<file path="config.mk">
export PLATFORM = sky130hd
export DESIGN_NAME = sha256_chained_fingerprint_top
export DESIGN_NICKNAME = d
export VERILOG_FILES = /design/src/sv/scf_pkg.sv /design/src/sv/sha256_chained_fingerprint_top.sv /design/src/sv/scf_front.sv /design/src/sv/scf_queue.sv /design/src/sv/scf_back.sv
export VERILOG_INCLUDE_DIRS = /design/src /design/src/sv
export SDC_FILE = /design/constraint.sdc
export NUM_CORES = 2
export LEC_CHECK = 0
export BUFFER_PORTS_ARGS = -buffer_cell sky130_fd_sc_hd__buf_2
export CAP_MARGIN = 20
export CORE_MARGIN = 3
export CORE_UTILIZATION = 50
export DETAILED_ROUTE_END_ITERATION = 16
export PLACE_DENSITY = 0.68
export SLEW_MARGIN = 20
export SYNTH_ARGS = -nofsm -noshare
export SYNTH_HDL_FRONTEND = slang
export SYNTH_SLANG_ARGS = --single-unit
export TNS_END_PERCENT = 100
</file>
<file path="constraint.sdc">
create_clock -name aclk -period 124.4 [get_ports aclk]
set_clock_uncertainty 0.1 [all_clocks]
set_input_delay 12.44 -clock aclk [delete_from_list [all_inputs] [get_ports aclk]]
set_output_delay 12.44 -clock aclk [all_outputs]
set_load 0.02 [all_outputs]
</file>
<file path="src/sv/assert_macros.svh">
// assertion helpers shared by the rtl
`ifndef ASSERT_MACROS_SVH
`define ASSERT_MACROS_SVH

// clocked check, skipped while reset is held
`define SCF_ASSERT(lbl, prop, msg) \
    lbl: assert property (@(posedge aclk) disable iff (!aresetn) (prop)) else $error(msg);

// implication checked on the following cycle
`define SCF_ASSERT_NEXT(lbl, ante, cons, msg) \
    lbl: assert property (@(posedge aclk) disable iff (!aresetn) (ante) |=> (cons)) \
        else $error(msg);

`endif

</file>
<file path="src/sv/scf_pkg.sv">
`default_nettype none
package scf_pkg;

    // input kinds
    localparam logic [2:0] KIND_WORD    = 3'd0;
    localparam logic [2:0] KIND_FLOAT   = 3'd1;
    localparam logic [2:0] KIND_PART    = 3'd2;
    localparam logic [2:0] KIND_READ    = 3'd3;
    localparam logic [2:0] KIND_RESTART = 3'd4;

    localparam logic [31:0] NEG_ZERO = 32'h8000_0000;

    typedef struct packed {
        logic [2:0]  kind;
        logic [63:0] data_word;
    } in_item_t;

    typedef struct packed {
        logic [63:0] digest_word;
        logic [1:0]  word_index;
        logic        last;
    } out_item_t;

    // commands passed from front to back
    typedef enum logic [1:0] {
        OP_WORD  = 2'd0,
        OP_PARTS = 2'd1,
        OP_READ  = 2'd2,
        OP_SEED  = 2'd3
    } op_t;

    typedef struct packed {
        op_t          op;
        logic [255:0] data;
    } cmd_t;

    // domain string, padded to one block, length 224 bits
    localparam logic [223:0] DOMAIN_BYTES =
        224'h686f726f_2e6e6176_2e62616b_652e696e_7075742e_76310000_00000001;
    localparam logic [511:0] SEED_BLOCK =
        {DOMAIN_BYTES, 32'h8000_0000, 192'd0, 64'd224};
    // second block of a 64-byte message
    localparam logic [511:0] PAD_BLOCK = {32'h8000_0000, 416'd0, 64'd512};
    localparam logic [63:0] WORD_MSG_BITS = 64'd320;

    localparam logic [31:0] INIT_H [8] = '{
        32'h6a09e667, 32'hbb67ae85, 32'h3c6ef372, 32'ha54ff53a,
        32'h510e527f, 32'h9b05688c, 32'h1f83d9ab, 32'h5be0cd19
    };

    localparam logic [31:0] ROUND_K [64] = '{
        32'h428a2f98, 32'h71374491, 32'hb5c0fbcf, 32'he9b5dba5,
        32'h3956c25b, 32'h59f111f1, 32'h923f82a4, 32'hab1c5ed5,
        32'hd807aa98, 32'h12835b01, 32'h243185be, 32'h550c7dc3,
        32'h72be5d74, 32'h80deb1fe, 32'h9bdc06a7, 32'hc19bf174,
        32'he49b69c1, 32'hefbe4786, 32'h0fc19dc6, 32'h240ca1cc,
        32'h2de92c6f, 32'h4a7484aa, 32'h5cb0a9dc, 32'h76f988da,
        32'h983e5152, 32'ha831c66d, 32'hb00327c8, 32'hbf597fc7,
        32'hc6e00bf3, 32'hd5a79147, 32'h06ca6351, 32'h14292967,
        32'h27b70a85, 32'h2e1b2138, 32'h4d2c6dfc, 32'h53380d13,
        32'h650a7354, 32'h766a0abb, 32'h81c2c92e, 32'h92722c85,
        32'ha2bfe8a1, 32'ha81a664b, 32'hc24b8b70, 32'hc76c51a3,
        32'hd192e819, 32'hd6990624, 32'hf40e3585, 32'h106aa070,
        32'h19a4c116, 32'h1e376c08, 32'h2748774c, 32'h34b0bcb5,
        32'h391c0cb3, 32'h4ed8aa4a, 32'h5b9cca4f, 32'h682e6ff3,
        32'h748f82ee, 32'h78a5636f, 32'h84c87814, 32'h8cc70208,
        32'h90befffa, 32'ha4506ceb, 32'hbef9a3f7, 32'hc67178f2
    };

    function automatic logic [31:0] rotr(input logic [31:0] x, input int n);
        return (x >> n) | (x << (32 - n));
    endfunction

    function automatic logic [31:0] big_s0(input logic [31:0] x);
        return rotr(x, 2) ^ rotr(x, 13) ^ rotr(x, 22);
    endfunction

    function automatic logic [31:0] big_s1(input logic [31:0] x);
        return rotr(x, 6) ^ rotr(x, 11) ^ rotr(x, 25);
    endfunction

    function automatic logic [31:0] sm_s0(input logic [31:0] x);
        return rotr(x, 7) ^ rotr(x, 18) ^ (x >> 3);
    endfunction

    function automatic logic [31:0] sm_s1(input logic [31:0] x);
        return rotr(x, 17) ^ rotr(x, 19) ^ (x >> 10);
    endfunction

endpackage
`default_nettype wire

</file>
<file path="src/sv/sha256_chained_fingerprint_top.sv">
// word or float absorb: one block of 64 rounds, one round per cycle, plus load and add
// digest parts: the first three are only staged in the front; the fourth costs two blocks
// read: four result words on consecutive cycles while m_ready holds, once the hash core is idle
// throughput is bound by the single shared round unit; a 2-entry command queue decouples input
// reset (aresetn, synchronous, active low) clears control, then the core hashes the domain
// seed; restart repeats that pass. items queue meanwhile
`default_nettype none
module sha256_chained_fingerprint_top
    import scf_pkg::*;
#(
    parameter int QUEUE_DEPTH = 2
) (
    input  wire logic     aclk,
    input  wire logic     aresetn,
    input  wire logic     s_valid,
    output logic          s_ready,
    input  wire in_item_t s_data,
    output logic          m_valid,
    input  wire logic     m_ready,
    output out_item_t     m_data
);

    logic q_push, q_full, q_pop, q_valid;
    cmd_t push_cmd, pop_cmd;

    // classify transfers and stage digest parts
    scf_front u_front (
        .aclk    (aclk),
        .aresetn (aresetn),
        .s_valid (s_valid),
        .s_ready (s_ready),
        .s_data  (s_data),
        .q_full  (q_full),
        .q_push  (q_push),
        .q_cmd   (push_cmd)
    );

    // command queue between front and hash core
    scf_queue #(
        .DEPTH (QUEUE_DEPTH)
    ) u_queue (
        .aclk      (aclk),
        .aresetn   (aresetn),
        .push      (q_push),
        .push_cmd  (push_cmd),
        .full      (q_full),
        .pop       (q_pop),
        .pop_valid (q_valid),
        .pop_cmd   (pop_cmd)
    );

    // hash core and digest readout
    scf_back u_back (
        .aclk    (aclk),
        .aresetn (aresetn),
        .q_valid (q_valid),
        .q_cmd   (pop_cmd),
        .q_pop   (q_pop),
        .m_valid (m_valid),
        .m_ready (m_ready),
        .m_data  (m_data)
    );

endmodule
`default_nettype wire

</file>
<file path="src/sv/scf_front.sv">
`default_nettype none
module scf_front
    import scf_pkg::*;
(
    input  wire logic     aclk,
    input  wire logic     aresetn,
    input  wire logic     s_valid,
    output logic          s_ready,
    input  wire in_item_t s_data,
    input  wire logic     q_full,
    output logic          q_push,
    output cmd_t          q_cmd
);

    logic [1:0]  part_count_reg, part_count_next;
    logic [63:0] staged_reg [3];
    logic        accept;
    logic [31:0] float_bits;

    assign s_ready = !q_full;
    assign accept  = s_valid && s_ready;
    assign float_bits = (s_data.data_word[31:0] == NEG_ZERO) ? 32'd0
                                                             : s_data.data_word[31:0];

    // classify the transfer into a back-end command
    always_comb begin
        q_push          = 1'b0;
        q_cmd.op        = OP_WORD;
        q_cmd.data      = {192'd0, s_data.data_word};
        part_count_next = part_count_reg;
        if (accept) begin
            unique case (s_data.kind)
                KIND_WORD: begin
                    q_push = 1'b1;
                end
                KIND_FLOAT: begin
                    q_push     = 1'b1;
                    q_cmd.data = {224'd0, float_bits};
                end
                KIND_PART: begin
                    if (part_count_reg == 2'd3) begin
                        q_push          = 1'b1;
                        q_cmd.op        = OP_PARTS;
                        q_cmd.data      = {staged_reg[0], staged_reg[1], staged_reg[2],
                                           s_data.data_word};
                        part_count_next = 2'd0;
                    end else begin
                        part_count_next = part_count_reg + 2'd1;
                    end
                end
                KIND_READ: begin
                    q_push   = 1'b1;
                    q_cmd.op = OP_READ;
                end
                KIND_RESTART: begin
                    q_push          = 1'b1;
                    q_cmd.op        = OP_SEED;
                    part_count_next = 2'd0;
                end
                default: begin
                    q_push = 1'b0;
                end
            endcase
        end
    end

    always_ff @(posedge aclk) begin
        if (!aresetn) begin
            part_count_reg <= 2'd0;
        end else begin
            part_count_reg <= part_count_next;
        end
    end

    // stage the first three digest parts
    always_ff @(posedge aclk) begin
        if (accept && s_data.kind == KIND_PART && part_count_reg != 2'd3) begin
            staged_reg[part_count_reg] <= s_data.data_word;
        end
    end

endmodule
`default_nettype wire

</file>
<file path="src/sv/scf_queue.sv">
`default_nettype none
`include "assert_macros.svh"
module scf_queue
    import scf_pkg::*;
#(
    parameter int DEPTH = 2
) (
    input  wire logic aclk,
    input  wire logic aresetn,
    input  wire logic push,
    input  wire cmd_t push_cmd,
    output logic      full,
    input  wire logic pop,
    output logic      pop_valid,
    output cmd_t      pop_cmd
);

    localparam int PW = (DEPTH > 1) ? $clog2(DEPTH) : 1;
    localparam int CW = $clog2(DEPTH + 1);
    localparam logic [PW-1:0] LAST_SLOT = PW'(DEPTH - 1);

    cmd_t          slot_reg [DEPTH];
    logic [PW-1:0] wr_ptr_reg, wr_ptr_next, rd_ptr_reg, rd_ptr_next;
    logic [CW-1:0] count_reg, count_next;
    logic          do_push, do_pop;

    assign full      = (count_reg == CW'(DEPTH));
    assign pop_valid = (count_reg != '0);
    assign pop_cmd   = slot_reg[rd_ptr_reg];
    assign do_push   = push && !full;
    assign do_pop    = pop && pop_valid;

    // pointer and fill count update
    always_comb begin
        wr_ptr_next = wr_ptr_reg;
        rd_ptr_next = rd_ptr_reg;
        count_next  = count_reg;
        if (do_push) begin
            wr_ptr_next = (wr_ptr_reg == LAST_SLOT) ? '0 : wr_ptr_reg + PW'(1);
        end
        if (do_pop) begin
            rd_ptr_next = (rd_ptr_reg == LAST_SLOT) ? '0 : rd_ptr_reg + PW'(1);
        end
        if (do_push && !do_pop) begin
            count_next = count_reg + CW'(1);
        end else if (do_pop && !do_push) begin
            count_next = count_reg - CW'(1);
        end
    end

    always_ff @(posedge aclk) begin
        if (!aresetn) begin
            wr_ptr_reg <= '0;
            rd_ptr_reg <= '0;
            count_reg  <= '0;
        end else begin
            wr_ptr_reg <= wr_ptr_next;
            rd_ptr_reg <= rd_ptr_next;
            count_reg  <= count_next;
        end
    end

    always_ff @(posedge aclk) begin
        if (do_push) begin
            slot_reg[wr_ptr_reg] <= push_cmd;
        end
    end

    `SCF_ASSERT(a_count_bound, count_reg <= CW'(DEPTH), "queue count beyond depth")

endmodule
`default_nettype wire

</file>
<file path="src/sv/scf_back.sv">
`default_nettype none
`include "assert_macros.svh"
module scf_back
    import scf_pkg::*;
(
    input  wire logic aclk,
    input  wire logic aresetn,
    input  wire logic q_valid,
    input  wire cmd_t q_cmd,
    output logic      q_pop,
    output logic      m_valid,
    input  wire logic m_ready,
    output out_item_t m_data
);

    typedef enum logic [3:0] {
        ST_IDLE  = 4'b0001,
        ST_ROUND = 4'b0010,
        ST_FIN   = 4'b0100,
        ST_OUT   = 4'b1000
    } state_t;

    state_t       state_reg, state_next;
    logic         seed_pend_reg, seed_pend_next;
    logic         second_reg, second_next;
    logic [5:0]   rnd_reg, rnd_next;
    logic [1:0]   rd_idx_reg, rd_idx_next;
    logic         m_valid_reg, m_valid_next;
    out_item_t    m_data_reg, m_data_next;
    logic [255:0] digest_reg, digest_next;
    logic [31:0]  h_reg [8];
    logic [31:0]  h_next [8];
    logic [31:0]  v_reg [8];
    logic [31:0]  v_next [8];
    logic [31:0]  w_reg [16];
    logic [31:0]  w_next [16];

    logic [31:0]  t1, t2, ch, mj, w_new;
    logic [31:0]  h_sum [8];
    logic [511:0] blk;
    logic         start, out_load;

    // one compression round and the schedule word it needs later
    always_comb begin
        ch    = (v_reg[4] & v_reg[5]) ^ (~v_reg[4] & v_reg[6]);
        mj    = (v_reg[0] & v_reg[1]) ^ (v_reg[0] & v_reg[2]) ^ (v_reg[1] & v_reg[2]);
        t1    = v_reg[7] + big_s1(v_reg[4]) + ch + ROUND_K[rnd_reg] + w_reg[0];
        t2    = big_s0(v_reg[0]) + mj;
        w_new = w_reg[0] + sm_s0(w_reg[1]) + w_reg[9] + sm_s1(w_reg[14]);
        for (int i = 0; i < 8; i++) begin
            h_sum[i] = h_reg[i] + v_reg[i];
        end
    end

    // sequencer
    always_comb begin
        state_next     = state_reg;
        seed_pend_next = seed_pend_reg;
        second_next    = second_reg;
        rnd_next       = rnd_reg;
        rd_idx_next    = rd_idx_reg;
        digest_next    = digest_reg;
        h_next         = h_reg;
        v_next         = v_reg;
        w_next         = w_reg;
        q_pop          = 1'b0;
        start          = 1'b0;
        out_load       = 1'b0;
        blk            = SEED_BLOCK;

        unique case (state_reg)
            ST_IDLE: begin
                if (seed_pend_reg) begin
                    start          = 1'b1;
                    seed_pend_next = 1'b0;
                    second_next    = 1'b0;
                end else if (q_valid) begin
                    q_pop = 1'b1;
                    unique case (q_cmd.op)
                        OP_WORD: begin
                            start       = 1'b1;
                            second_next = 1'b0;
                            blk         = {digest_reg, q_cmd.data[63:0], NEG_ZERO, 96'd0,
                                           WORD_MSG_BITS};
                        end
                        OP_PARTS: begin
                            start       = 1'b1;
                            second_next = 1'b1;
                            blk         = {digest_reg, q_cmd.data};
                        end
                        OP_SEED: begin
                            start       = 1'b1;
                            second_next = 1'b0;
                        end
                        OP_READ: begin
                            rd_idx_next = 2'd0;
                            state_next  = ST_OUT;
                        end
                        default: begin
                            state_next = ST_IDLE;
                        end
                    endcase
                end
                if (start) begin
                    h_next     = INIT_H;
                    v_next     = INIT_H;
                    rnd_next   = 6'd0;
                    state_next = ST_ROUND;
                    for (int i = 0; i < 16; i++) begin
                        w_next[i] = blk[511 - 32*i -: 32];
                    end
                end
            end
            ST_ROUND: begin
                v_next[7] = v_reg[6];
                v_next[6] = v_reg[5];
                v_next[5] = v_reg[4];
                v_next[4] = v_reg[3] + t1;
                v_next[3] = v_reg[2];
                v_next[2] = v_reg[1];
                v_next[1] = v_reg[0];
                v_next[0] = t1 + t2;
                for (int i = 0; i < 15; i++) begin
                    w_next[i] = w_reg[i+1];
                end
                w_next[15] = w_new;
                rnd_next   = rnd_reg + 6'd1;
                if (rnd_reg == 6'd63) begin
                    state_next = ST_FIN;
                end
            end
            ST_FIN: begin
                if (second_reg) begin
                    h_next      = h_sum;
                    v_next      = h_sum;
                    second_next = 1'b0;
                    rnd_next    = 6'd0;
                    state_next  = ST_ROUND;
                    for (int i = 0; i < 16; i++) begin
                        w_next[i] = PAD_BLOCK[511 - 32*i -: 32];
                    end
                end else begin
                    digest_next = {h_sum[0], h_sum[1], h_sum[2], h_sum[3],
                                   h_sum[4], h_sum[5], h_sum[6], h_sum[7]};
                    state_next  = ST_IDLE;
                end
            end
            ST_OUT: begin
                if (!m_valid_reg || m_ready) begin
                    out_load    = 1'b1;
                    rd_idx_next = rd_idx_reg + 2'd1;
                    if (rd_idx_reg == 2'd3) begin
                        state_next = ST_IDLE;
                    end
                end
            end
            default: begin
                state_next = ST_IDLE;
            end
        endcase
    end

    // output register
    always_comb begin
        m_data_next = m_data_reg;
        if (out_load) begin
            m_valid_next            = 1'b1;
            m_data_next.digest_word = digest_reg[255 - 64*rd_idx_reg -: 64];
            m_data_next.word_index  = rd_idx_reg;
            m_data_next.last        = (rd_idx_reg == 2'd3);
        end else begin
            m_valid_next = m_valid_reg && !m_ready;
        end
    end

    assign m_valid = m_valid_reg;
    assign m_data  = m_data_reg;

    always_ff @(posedge aclk) begin
        if (!aresetn) begin
            state_reg     <= ST_IDLE;
            seed_pend_reg <= 1'b1;
            second_reg    <= 1'b0;
            rnd_reg       <= 6'd0;
            rd_idx_reg    <= 2'd0;
            m_valid_reg   <= 1'b0;
        end else begin
            state_reg     <= state_next;
            seed_pend_reg <= seed_pend_next;
            second_reg    <= second_next;
            rnd_reg       <= rnd_next;
            rd_idx_reg    <= rd_idx_next;
            m_valid_reg   <= m_valid_next;
        end
    end

    always_ff @(posedge aclk) begin
        digest_reg <= digest_next;
        h_reg      <= h_next;
        v_reg      <= v_next;
        w_reg      <= w_next;
        m_data_reg <= m_data_next;
    end

    `SCF_ASSERT_NEXT(a_round_end, state_reg == ST_ROUND && rnd_reg == 6'd63, state_reg == ST_FIN, "round 63 not followed by finish")
    `SCF_ASSERT(a_last_index, !m_valid_reg || (m_data_reg.last == (m_data_reg.word_index == 2'd3)), "last flag disagrees with word index")
    `SCF_ASSERT(a_pop_idle, !q_pop || (state_reg == ST_IDLE && !seed_pend_reg), "command taken while busy")

endmodule
`default_nettype wire

</file>
### Word-level counts from Yosys, hierarchy flattened

Memories as Yosys holds them, arrays and structs flattened. A register that Yosys moved wholly into a read port is not among the register bits.
Cells that the tools add are included.

* add/sub/neg operators: 26
* $lt $le $gt $ge: 1
* equal/unequal tests: 30
* shift operators: 1
* mux-type cells: 63
* bitwise logic cells: 29
* reductions and logical operators: 32

Operators with widths (number)
* two-way mux 512 bit: 4
* case mux 512 bit (3 select lines): 1
* case mux 256 bit (2 select lines): 2
* case mux 512 bit (2 select lines): 1
* case mux 256 bit (3 select lines): 1
* adder 32 bit: 18
* two-way mux 256 bit: 2
* indexed part select 319 x 33 -> 64 bit: 1
* bitwise XOR 32 bit: 9
* two-way mux 258 bit: 1
* two-way mux 257 bit: 1
* AND 32 bit: 5
* two-way mux 32 bit: 3
* == test 32 bit (second input constant): 1
* inverter 32 bit: 1
* OR 10 x 32 -> 32 bit: 1
* OR 13 x 32 -> 32 bit: 1
* OR 14 x 32 -> 32 bit: 1
* OR 15 x 32 -> 32 bit: 1
* OR 19 x 32 -> 32 bit: 1
* OR 21 x 32 -> 32 bit: 1
* OR 25 x 32 -> 32 bit: 1
* OR 26 x 32 -> 32 bit: 1
* OR 30 x 32 -> 32 bit: 1
* 49 further kinds: 122

* bits in registers: 1368
* RAM bits: 708
* ROM bits: 2048
* output and inout bits: 69
* logic and storage cells: 231
* memories: 3

Memory list
* (no name shown): depth 64, bits a word 32, read ports 1, clocked after Yosys merged registers in 0, wr ports 0, line scf_back.sv:47 `t1 = v_reg[7] + big_s1(v_reg[4]) + ch + ROUND_K[rnd_reg] + w_reg[0];`
* u_queue.slot_reg: depth 2, bits a word 258, read ports 1, clocked after Yosys merged registers in 1, wr ports 1, line scf_queue.sv:22 `cmd_t slot_reg [DEPTH];`
* u_front.staged_reg: depth 3, bits a word 64, read ports 3, clocked after Yosys merged registers in 0, wr ports 1, line scf_front.sv:16 `logic [63:0] staged_reg [3];`

### Longest topological paths before layout

* depth in word-level cells: 9
* depth in mapped cells: 41

### By module

Synthesis repeated with hierarchy kept, for this count alone.

* cells, all modules: 8302
* area total of the unflattened synthesis: 108858.2 um^2

By module, submodules not included
* scf_back: times used 1, cells an instance 6948, area each 81225.4 um^2, sequential area each 40749.1 um^2
* scf_queue: times used 1, cells an instance 828, area each 19706.4 um^2, sequential area each 15595.0 um^2
* scf_front: times used 1, cells an instance 526, area each 7926.4 um^2, sequential area each 5805.6 um^2

### Least setup slack after synthesis

Ideal clock, no wire load.

* path kind: register to register
* start point: reg u_back.state_reg[2]
* end point: reg u_back.v_reg[0] (netlist name), enable pin
* setup time: 18.167 ns
* arrival: 116.421 ns
* slack: -10.289 ns
* cell stages (with the launch flop): 7
* clock period less this slack: 134.689 ns
* cells stage by stage: dfxtp_1 -> clkbuf_1 -> nand2_1 -> or2_2 -> clkbuf_1 -> nor2_1 -> a21oi_1

* word-level cells in the longest chain between the ends: 3

RTL lines
* start: declaration: line scf_back.sv:23 `state_t state_reg, state_next;`
* start signal: assignment: line scf_back.sv:188 `state_reg <= state_next;`
* == test 4 x 3 -> 1 bit, or another cell as far along: line scf_back.sv:71 `unique case (state_reg)`
* inequality test 2 x 1 -> 1 bit (no line), or another cell as far along
* AND reduction 3 bit (no line) *
* end signal: assignment: line scf_back.sv:200 `v_reg <= v_next;`
* end: declaration: line scf_back.sv:33 `logic [31:0] v_reg [8];`

Every way passes the cells marked *; elsewhere a longest branch is shown, timed or not.
A chain may end at the register's enable or synchronous reset.

### Worst setup path in the final report

* start point: in s_data[64] (netlist name)
* end point: mem u_queue.slot_reg[0][138] (netlist name), enable pin

* word-level cells in the longest chain between the ends: 7

RTL lines
* start: declaration: line sha256_chained_fingerprint_top.sv:17 `input wire in_item_t s_data,`
* == test 3 x 1 -> 1 bit, or another cell as far along: line scf_front.sv:32 `unique case (s_data.kind)`
* OR reduction 4 bit (no line)
* case mux 1 bit (2 select lines) *: line scf_front.sv:32
* two-way mux 1 bit *: line scf_front.sv:31 `if (accept) begin`
* logical AND 1 bit *: line scf_queue.sv:30 `assign do_push = push && !full;`
* two-way mux 1 bit *: line scf_queue.sv:64 `if (do_push) begin`
* two-way mux 1 bit (implied by the code) *: line scf_queue.sv:65 `slot_reg[wr_ptr_reg] <= push_cmd;`
* end: declaration: line scf_queue.sv:22

Marks and branches as above.

==> results.sh <==
export IMPL_reg2regPathDepth=35
export IMPL_firstDrtPassIters=9
export IMPL_synth_compound_gate_area_share_pct=13.27
export IMPL_crit_arrival_ns=16.90
export IMPL_synthXorXnorAreaFrac_pct=5.020
export IMPL_drive_above_1_share_pct=10.36
export IMPL_portBuffers=139
export IMPL_whs_path_depth=1
export IMPL_yosysSeqAreaShare_pct=58.59
export IMPL_final_max_slew_viol_count=0
export IMPL_antenna_found_initial=26
export IMPL_finalSetupViolations=0
export IMPL_grt_ovfl_total=0
export IMPL_synth_fa_ha_area_share_pct=8.661
export IMPL_cpPeakStageDelay_ns=0.85
export IMPL_ctsHoldBuffers=0
export IMPL_synth_edf_count=2055
export IMPL_grt_max_degree=158
export IMPL_grt_pass1_vias=65910
export IMPL_root_buffer="clkbuf_16"
export IMPL_num_vias=69035
export IMPL_postSynthCellCount=8100
export IMPL_drc_errors=0
export IMPL_hold_class="flop to flop"
export IMPL_dpl_hpwl_um=236300
export IMPL_r2r_end="u_back.v_reg[255]"
export IMPL_cp_end_kind="flop"
export IMPL_largest_register_ffs=516
export IMPL_synth_largest_area_cell="edfxtp_1"
export IMPL_syn_nets=8769
export IMPL_fin_crit_sh_pct=13.27
export IMPL_rsz0062_at_grt="false"
export IMPL_avgViaCountPerCell=6.201
export IMPL_cp_num_buf_inv=5
export IMPL_cts_max_level=4
export IMPL_cts_tree="yes"
export IMPL_max_cap_violations=0
export IMPL_crit_reg2reg_launch="u_back.rnd_reg[0]"
export IMPL_async_reset_ff_share_pct=0
export IMPL_fmax_mhz=60.56
export IMPL_clock_path_buffers=3
export IMPL_syn_area_um2=106100
export IMPL_ant_nets=0
export IMPL_cts_resized=0
export IMPL_drt_iter0_drc=8440
export IMPL_synth_top_family_by_area="compound AO/OA/AOI/OAI gates"
export IMPL_layout_cells_most_common="edfxtp_1"
export IMPL_clock_latency_ns=0.90
export IMPL_hold_viol_final=0
export IMPL_numCtsBuffers=214
export IMPL_die_y_um=466.6
export IMPL_synth_area_mux_share_pct=4.418
export IMPL_required_ns=124.78
export IMPL_die_x_um=466.6
export IMPL_fin_crit_ns=16.51
export IMPL_cp_slowest_cell="buf_4"
export IMPL_crit_path_frequent_cell="buf_4"
export IMPL_grt_pass1_wl_um=468100
export IMPL_clkTransAtPathRegs_ns=0.06
export IMPL_path_cells="buf_2 -> nor2_1 -> o22ai_1 -> nand3_1 -> nor2_4 -> buf_4 -> buf_4 -> buf_4 -> buf_4"
export IMPL_synth_area_leaders="edfxtp_1 (58%), ha_1 (4.8%), xnor2_1 (3.8%)"
export IMPL_start_util_pct=50.46
export IMPL_relSlewSlack_pct=21.99
export IMPL_grt_use_total_pct=29.58
export IMPL_syn_area_per_cell_um2=13.09
export IMPL_area_growth_synth_to_final_pct=10.00
export IMPL_rows=168
export IMPL_yosysWarnings=0
export IMPL_synth_seq_cells=2077
export IMPL_crit_fanout=70
export IMPL_gp_congestion=0.9961
export IMPL_synth_distinct_cells=92
export IMPL_cts_setup_buffers=0
export IMPL_core_area_um2=210200
export IMPL_r2r_slack_ns=112.73
export IMPL_startpoint_type="primary input"
export IMPL_hold_path_end="u_back.w_reg[479]"
export IMPL_status="finished, final reports clean"
export IMPL_final_cell_mix="edfxtp_1 (2,055), o21ai_0 (526), xnor2_1 (461)"
export IMPL_cts_sinks=2077
export IMPL_critPathKind="primary input to flop"
export IMPL_ys_flop_type="edfxtp_1"
export IMPL_worst_slew_pin_slew_ns=1.170
export IMPL_path_delay_family="buffers and inverters"
export IMPL_wl_per_cell_um=29.44
export IMPL_ios=140
export IMPL_wirelength_um=327700
export IMPL_final_nets=8811
export IMPL_yosys_area_top_type_share_pct=58.18
export IMPL_fp_dieArea_um2=217700
export IMPL_finalSetupTns_ns=0
export IMPL_hold_start="u_back.w_reg[447]"
export IMPL_synth_simple_area_share_pct=7.578
==> worst reg2reg max path, delay by kind of cell, from the launching register on <==
kind                     cells  cell delay, ns
AO/OA/AOI/OAI               14            4.61
adder cells (fa/ha/maj)      7            3.58
AND/OR/NAND/NOR              6            1.12
buffers and inverters        5            0.90
XOR/XNOR                     3            0.81
flip-flops                   1            0.32
==> Yosys cell counts, types with 13 or more instances <==
cell and instances:
edfxtp_1 2055, o21ai_0 529, xnor2_1 461, a21oi_1 454, clkbuf_1 411, ha_1 403
nand2_1 403, nor2_1 352, and2_1 349, a21o_1 303, inv_1 249, a22o_1 213
fa_1 195, nand2b_1 158, mux2_2 155, xor2_1 147, mux2i_1 143, o21a_1 136
nand3_1 87, a22oi_1 73, mux4_2 67, nor3_1 58, a31oi_1 57, o21bai_1 53
a211oi_1 40, nor2b_1 38, or3_1 33, a21boi_0 29, and3_1 29, buf_1 27
maj3_1 24, dfxtp_1 22, or2_2 22, nor4_1 20, nand4_1 19, o31ai_1 19
o211ai_1 18, a211o_1 15, o22ai_1 15, a311oi_1 13, o21ai_1 13
==> kinds of logic (layout without fill, tap and decap cells) <==
family | after synthesis | in the layout
AO/OA/AOI/OAI | 2130 | 2130
flip-flops | 2077 | 2077
AND/OR/NAND/NOR | 1605 | 1605
buffers and inverters | 693 | 913
adder cells (fa/ha/maj) | 622 | 622
XOR/XNOR | 608 | 608
multiplexers | 365 | 365
other | 0 | 8
==> routing by layer <==
layer	GRT usage, %	up-vias	wire length [um]
met5	0	-	148
met4	14.11	22	17670
met3	6.244	590	28400
met2	45.90	3106	150300
met1	39.88	34988	131300
li1	-	30329	-
==> cell type report <==
class | count | area, um^2
clock inverter | 127 | 1236
sequential | 2077 | 62170
inverter | 252 | 945.9
multi-input combinational | 5330 | 41450
fill | 17200 | 93520
clock buffer | 267 | 5615
tap | 2805 | 3510
timing repair buffer | 267 | 1735
antenna | 8 | 20.02
==> per-stage QoR <==
stage	hold WS (ns)	utilization [%]	instance area (um^2)	setup slack (ns)	instances
final	0.3930	55.51	116700	107.89	11133
after global routing	0.4102	55.50	116700	107.59	11126
after CTS	0.3844	55.50	116700	107.85	11125
after detailed placement	0.4070	52.24	109800	106.92	10731
after global placement	0.4013	52.24	109800	106.91	10731
after floorplan	0.3523	-	106100	38.93	8100
==> worst max-delay path by stage <==
stage,startpoint,end,slack (ns),cells after the start
global placement,s_data[64],u_queue.slot_reg[0][107],106.91,9
finish,s_data[64],u_queue.slot_reg[0][138],107.89,9
floorplan,u_back.state_reg[2],u_back.v_reg[0],38.93,6
global route,s_data[64],u_queue.slot_reg[0][106],107.59,9
detailed placement,s_data[64],u_queue.slot_reg[0][106],106.92,9
CTS,s_data[64],u_queue.slot_reg[0][106],107.85,9
Power is not shown: default switching activity piles up to over one toggle a cycle in this logic, so the estimate is an artifact.
